**src/sdtq_pkg.sv**
```systemverilog
`timescale 1ns / 1ps
package sdtq_pkg;

    localparam int QUEUE_DEPTH = 64;
    localparam int TICK_BITS   = 32;
    localparam int QCNT_W      = $clog2(QUEUE_DEPTH + 1);
    localparam int FIFO_DEPTH  = 2;
    localparam int FPTR_W      = $clog2(FIFO_DEPTH);
    localparam int FCNT_W      = $clog2(FIFO_DEPTH + 1);

    localparam logic [1:0] CMD_QUERY = 2'd0;
    localparam logic [1:0] CMD_REL   = 2'd1;
    localparam logic [1:0] CMD_ABS   = 2'd2;
    localparam logic [1:0] CMD_TICK  = 2'd3;

    localparam logic [1:0] KIND_TIME    = 2'd0;
    localparam logic [1:0] KIND_RELEASE = 2'd1;
    localparam logic [1:0] KIND_FULL    = 2'd2;

    typedef enum logic [3:0] {
        OP_QUERY = 4'b0001,
        OP_REL   = 4'b0010,
        OP_ABS   = 4'b0100,
        OP_TICK  = 4'b1000
    } t_op;

    typedef struct packed {
        t_op                  op;
        logic [7:0]           task_id;
        logic [TICK_BITS-1:0] ticks;
    } t_item;

    typedef enum logic [1:0] {
        S_IDLE = 2'b01,
        S_REL  = 2'b10
    } t_state;

endpackage

```
**src/sdtq_front.sv**
```systemverilog
`timescale 1ns / 1ps
module sdtq_front
    import sdtq_pkg::*;
(
    input  logic       i_clk,
    input  logic       i_rst_n,
    input  logic       i_valid,
    output logic       o_ready,
    input  logic [1:0] i_command,
    input  logic [7:0] i_task_id,
    input  logic [31:0] i_ticks,
    output logic       o_item_valid,
    output t_item      o_item,
    input  logic       i_pop
);

    t_item               r_mem [FIFO_DEPTH];
    logic [FPTR_W-1:0]   r_wr_ptr, n_wr_ptr;
    logic [FPTR_W-1:0]   r_rd_ptr, n_rd_ptr;
    logic [FCNT_W-1:0]   r_cnt, n_cnt;
    t_item               w_item;
    logic                w_push;
    logic                w_pop;

    // decode the command into a one-hot operation
    always_comb begin
        w_item.task_id = i_task_id;
        w_item.ticks   = TICK_BITS'(i_ticks);
        case (i_command)
            CMD_QUERY: w_item.op = OP_QUERY;
            CMD_REL:   w_item.op = OP_REL;
            CMD_ABS:   w_item.op = OP_ABS;
            default:   w_item.op = OP_TICK;
        endcase
    end

    assign o_ready      = (r_cnt != FCNT_W'(FIFO_DEPTH));
    assign w_push       = i_valid && o_ready;
    assign o_item_valid = (r_cnt != '0);
    assign w_pop        = i_pop && o_item_valid;
    assign o_item       = r_mem[r_rd_ptr];

    always_comb begin
        n_wr_ptr = w_push ? r_wr_ptr + 1'b1 : r_wr_ptr;
        n_rd_ptr = w_pop ? r_rd_ptr + 1'b1 : r_rd_ptr;
        n_cnt    = r_cnt + FCNT_W'(w_push) - FCNT_W'(w_pop);
    end

    always_ff @(posedge i_clk) begin
        if (!i_rst_n) begin
            r_wr_ptr <= '0;
            r_rd_ptr <= '0;
            r_cnt    <= '0;
        end else begin
            r_wr_ptr <= n_wr_ptr;
            r_rd_ptr <= n_rd_ptr;
            r_cnt    <= n_cnt;
        end
    end

    always_ff @(posedge i_clk) begin
        if (w_push) begin
            r_mem[r_wr_ptr] <= w_item;
        end
    end

endmodule

```
**config.mk**
```make
export PLATFORM = sky130hd
export DESIGN_NAME = sdtq_front
export DESIGN_NICKNAME = d
export VERILOG_FILES = /design/src/sdtq_pkg.sv /design/src/sdtq_front.sv
export SDC_FILE = /design/constraint.sdc
export NUM_CORES = 1
export LEC_CHECK = 0
export ABC_AREA = 1
export ABC_CLOCK_PERIOD_IN_PS = 2800
export BUFFER_PORTS_ARGS = -buffer_cell sky130_fd_sc_hd__buf_4
export CAP_MARGIN = 20
export CORE_ASPECT_RATIO = 0.7
export CORE_MARGIN = 2
export CORE_UTILIZATION = 47
export CTS_CLUSTER_SIZE = 28
export DETAILED_ROUTE_END_ITERATION = 6
export PLACE_DENSITY = 0.83
export SLEW_MARGIN = 10
export SYNTH_ARGS = -nofsm -noshare
export SYNTH_HDL_FRONTEND = slang
export SYNTH_SLANG_ARGS = --single-unit
```
**constraint.sdc**
```tcl
create_clock -name i_clk -period 2.8 [get_ports i_clk]
set_input_delay 0.56 -clock i_clk [delete_from_list [all_inputs] [get_ports i_clk]]
set_output_delay 0.56 -clock i_clk [all_outputs]
set_load 0.02 [all_outputs]
```
==> results of run 1 <==
==> sequential cells by signal, summed over array words and instances (netlist names), named ones only <==
signal / flops
r_cnt: 2
r_mem: 88
r_rd_ptr: 1
r_wr_ptr: 1
==> worst paths after layout <==
check,startpoint,end,cells past startpoint
hold reg to reg,r_rd_ptr,flop,2
setup reg to reg,r_cnt[0],r_mem[1][25],5
setup / recovery,flop,o_item[0],3
hold / removal,i_task_id[0],r_mem[1][32],1
==> cell type report <==
class                      count  area [um2]  share of cell area, %
timing repair buffer          95         738                   16.0
multi-input combinational     72         785                   17.0
inverter                      10        37.5                  0.812
sequential                    93        2740                   59.3
tap                           98         123                   2.65
clock inverter                 7        73.8                   1.60
clock buffer                   9         124                   2.68
==> worst max-delay path, stage by stage (launching register included) <==
cell and delay (ns):
dfxtp_2 0.35, buf_12 0.29, mux2_2 0.39, buf_4 0.16
==> logic make-up after synthesis <==
| group | share of synthesized area [%] |
|---|---|
| xor gates and xnor gates | 0.241 |
| and+or+nand+nor | 2.68 |
| DFF | 75.3 |
| adders and majority gates | 0.344 |
| buffers and inverters | 3.54 |
| AOI/OAI and AO/OA | 0.137 |
| muxes | 17.7 |
==> metal layers <==
metal	wire length, um	track usage (%)	vias to the layer above
met1	2570	17.9	873
li1	-	-	869
met3	444	6.39	6
met5	0	0	-
met2	2860	23.5	71
met4	54	3.80	0
==> report_power, final <==
| group | total [W] | switching, W | internal (W) |
|---|---|---|---|
| logic | 0.00138 | 0.000709 | 0.000672 |
| registers | 0.00183 | 0.0000635 | 0.00177 |
| clock network | 0.000864 | 0.000446 | 0.000417 |
| total | 0.00407 | 0.00122 | 0.00285 |
==> layout by cell type (no fill, tap or decap) <==
cell type and count:
xnor2_1 1, buf_4 93, ha_1 1, edfxtp_1 88, nand3_1 1, clkinv_1 1, nor2_2 1, mux2_4 40
a21oi_1 1, inv_6 2, buf_12 2, nor2_1 9, dfxtp_2 1, nor2_4 2, clkbuf_8 9, dfxtp_1 4
bufinv_16 1, mux2_2 4, clkinv_2 1, nand2_1 12, inv_1 10, clkinv_4 2
==> metrics by stage <==
| step | utilization [%] | power (W) | hold WS (ns) | setup slack (ns) |
|---|---|---|---|---|
| after floorplan | - | 0.00281 | 0.467 | 0.455 |
| after detailed placement | 59.7 | 0.00326 | 0.488 | 0.955 |
| after global placement | 59.7 | 0.00322 | 0.479 | 1.01 |
| final | 62.3 | 0.00407 | 0.393 | 0.682 |
| after CTS | 62.3 | 0.00413 | 0.370 | 0.645 |
| after global routing | 62.3 | 0.00428 | 0.359 | 0.611 |
==> impl_results.md, run 1 <==
* Outcome: finished, final reports clean
* Via count of the routed design at 1819
* Post-CTS setup buffers at 0
* Cell total after placement at 368
* Clock tree buffer depth at 2
* Clock Latency Late Sink at 0.35 ns
* Rows at 26
* Required time worst endpoint at 2.24 ns
* CP Max Fanout at 44
* Via-to-Cell Ratio at 4.74
* Tmin final at 2.12 ns
* Skew final at 0.00500 ns
* Async set or reset register ratio after synthesis at 0%
* CP Launch Type: flop
* Most frequent cells after synthesis: edfxtp_1, mux2_4, nand2_1
* Distinct cells, synth at 14
* PortBufs at 91
* Clock-pin slew on the worst setup and hold paths at 0.09 ns
* Pre-antenna DRT Iters at 4
* Max VDD drop at 0.608 mV
* Largest area contributor in the netlist: edfxtp_1
* Largest net degree at the start of global routing at 45
* Dpl hpwl at 4060 um
* WP data arrival at 1.56 ns
* Post-DP Area at 4430 um2
* CTS tree: done
* Die H at 77.6 um
* CP Class: flop to output port
* Area of the die at 8480 um2
* Filler cells at 559
* Type of the worst min-delay path: input port to flop
* Core box area at 7420 um2
* Clock Tree Root: clkbuf_8
* Total CTS buffers at 9
* DR DRC count at 0
* Final #Nets at 328
* Top cells by area, synth: edfxtp_1, mux2_4, dfxtp_1
* Drt total wl at 5920 um
* GR Overflow Total at 0
* Initial DRC Count at 63
* Least-Margin Pin Slew at 0.388 ns
* Slew Limit Fails at 0
* Avg WL per Cell at 15.4 um
* Final setup fails at 0
* Max Cap Viol at 0
* Sequential fraction of the synthesis area at 75.3%
* Flop-to-flop setup slack at 1.14 ns
* Post-Syn Nets at 227
* Power Density at 881 nW/um2
* Setup crit end kind: output port
* Fmax achieved at 472 MHz
* Slew headroom at 74.1%
* DIE WIDTH at 109 um
* RSZ-0062 raised after global routing: no
* Post-synth EDFFs at 88
* Starting Density at 49.1%
* Most numerous cell in the Yosys netlist: edfxtp_1
* Layout cells sized above 1 at 55.2%
* Primary FF master, synth: edfxtp_1
* Syn. warnings at 0
* Final non-filler cell total at 384
* First-pass GRT wire length at 9000 um
* CTS Hold Bufs at 0
* Initial antenna violation count at 0
* Routability cong. at 0.732
* P_leak at 1.85 nW
* Area share of the largest cell type after synthesis at 72.6%
* Synth Instances at 180
* Final Hold Fails at 0
* Resize count post-CTS at 0
* Clk sink count at 93
* TNS Setup at 0 ns
* GR Util All Layers at 14.5%
* Antenna Diode Count at 0
* Synth Cell Area at 3640 um2
* Mean Syn Cell Area at 20.2 um2
* Cell area after layout at 4620 um2
* Io pins at 92
* Period utilisation layout at 75.6%
* Synthesized flop and latch total at 93
* Area Growth Syn to Fin at 27.0%
* Final ANT Viol Nets at 0
* Vias in the first global route at 1832
* H-tree depth at 3
No activity file was read; power rests on OpenSTA's default activity.
==> run 2: changes to the inputs <==
--- a/config.mk
+++ b/config.mk
@@ -6,7 +6,7 @@
 export NUM_CORES = 1
 export LEC_CHECK = 0
 export ABC_AREA = 1
-export ABC_CLOCK_PERIOD_IN_PS = 2800
+export ABC_CLOCK_PERIOD_IN_PS = 1900
 export BUFFER_PORTS_ARGS = -buffer_cell sky130_fd_sc_hd__buf_4
 export CAP_MARGIN = 20
 export CORE_ASPECT_RATIO = 0.7
==> constraint.sdc (replaced) <==
create_clock -name i_clk -period 1.9 [get_ports i_clk]
set_input_delay 0.38 -clock i_clk [delete_from_list [all_inputs] [get_ports i_clk]]
set_output_delay 0.38 -clock i_clk [all_outputs]
set_load 0.02 [all_outputs]
==> impl_results.md, run 2 (synthesis gave the netlist of run 1 again) <==
* CP Launch Type: flop
* Most frequent cells in the layout: buf_4, edfxtp_1, mux2_4
* WP data arrival at 1.46 ns
* Most flops, register: r_mem
* Total CTS buffers at 9
* Vias in the first global route at 1967
* CP Class: flop to output port
* Max VDD drop at 0.690 mV
* Via count of the routed design at 1842
* Max Cap Viol at 0
* Clock-pin slew on the worst setup and hold paths at 0.08 ns
* Final ANT Viol Nets at 0
* Filler cells at 555
* Most common cell after layout, fill and taps aside: buf_4
* Type of the worst min-delay path: input port to flop
* Layout cells sized above 1 at 55.4%
* Area Growth Syn to Fin at 28.3%
* Multi-input logic area at 788 um2
* Routability cong. at 0.733
* Post-CTS setup buffers at 0
* Cells on worst reg2reg path at 11
* Slew Limit Fails at 0
* Io pins at 92
* Die H at 77.6 um
* Power Density at 1340 nW/um2
* CTS Hold Bufs at 0
* RSZ-0062 raised after global routing: no
* Starting Density at 49.1%
* Clock tree buffer depth at 2
* H-tree depth at 3
* Core box area at 7420 um2
* P_leak at 1.88 nW
* WHS Path Cells at 1
* Antenna Diode Count at 0
* Largest regs: r_mem (88), r_cnt (2)
* PortBufs at 91
* Final #Nets at 330
* Dpl hpwl at 4150 um
* Rows at 26
* Final setup fails at 0
* Pre-antenna DRT Iters at 4
* Clk sink count at 93
* Post-Route Utilization at 63.0%
* Least-Margin Pin Slew at 0.349 ns
* Skew final at 0.00670 ns
* DR DRC count at 0
* Clock Latency Late Sink at 0.34 ns
* FF/Latch Area at 2750 um2
* Area of the die at 8480 um2
* Via-to-Cell Ratio at 4.78
* Final Hold Fails at 0
* Avg WL per Cell at 16.1 um
* Setup crit end kind: output port
* Clock Tree Root: clkbuf_8
* Outcome: finished, final reports clean
* Initial DRC Count at 73
* DIE WIDTH at 109 um
* HP Start: i_ticks[12]
* Max reg flops at 88
* First-pass GRT wire length at 9490 um
* GR Overflow Total at 0
* Tot Pwr at 0.00626 W
* Resize count post-CTS at 2
* GR Util All Layers at 15.2%
* Required time worst endpoint at 1.52 ns
* Period utilisation layout at 96.8%
* Fmax achieved at 544 MHz
* Initial antenna violation count at 0
* Largest net degree at the start of global routing at 30
* Slew headroom at 76.7%
* Drt total wl at 6210 um
* CP Max Fanout at 29
* Tmin final at 1.84 ns
* CTS tree: done
* FF-to-FF Start: r_cnt[0]
run 2: cell count changes in the layout (fill, tap and decap cells not counted), sizes merged:
cell | previous run | this run
buf | 95 | 97
inv | 12 | 10
clkbuf | 9 | 10
clkinv | 4 | 2
bufinv | 1 | 3
run 2: final cells by class:
type	count	area share (%)
sequential	93	58.8
multi-input combinational	72	16.9
timing repair buffer	97	16.0
clock buffer	10	2.73
tap	98	2.63
clock inverter	5	2.14
inverter	10	0.804
run 2: worst max-delay path, cell delays in order, from the launching register on:
cell	delay, ns
dfxtp_4	0.37
buf_12	0.24
mux2_4	0.34
buf_4	0.16
run 2: power breakdown:
| group | total [W] | internal [W] | switching, W |
|---|---|---|---|
| Clock | 0.00149 | 0.000863 | 0.000623 |
| Sequential | 0.00270 | 0.00260 | 0.0000976 |
| Combinational | 0.00207 | 0.00101 | 0.00107 |
run 2: routing by layer:
layer  routed length (um)  track usage [%]  share of wire (%)  up-vias
met5                    0                0                  0        -
met4                   54             3.92               0.87        0
met3                  485             5.97                7.8        7
met2                 2950             24.7                 48       74
met1                 2720             19.3                 44      893
li1                     -                -                  -      868
run 2: final timing paths:
check                                    end  slack, ns
worst max-delay path               o_item[0]       0.06
worst min-delay path            r_mem[1][12]       0.22
worst max register to register      r_cnt[1]       0.29
worst min register to register          flop       0.52
run 2: through the flow:
step | worst slack [ns] | instance area [um2] | hold WS [ns] | instances | TNS, ns
final | 0.0615 | 4670 | 0.218 | 385 | 0
after global routing | 0.00191 | 4670 | 0.185 | 385 | 0
after CTS | 0.0354 | 4660 | 0.199 | 385 | 0
after detailed placement | 0.319 | 4430 | 0.510 | 370 | 0
after global placement | 0.377 | 4430 | 0.479 | 370 | 0
after floorplan | -0.445 | 3650 | 0.467 | 180 | -38.63
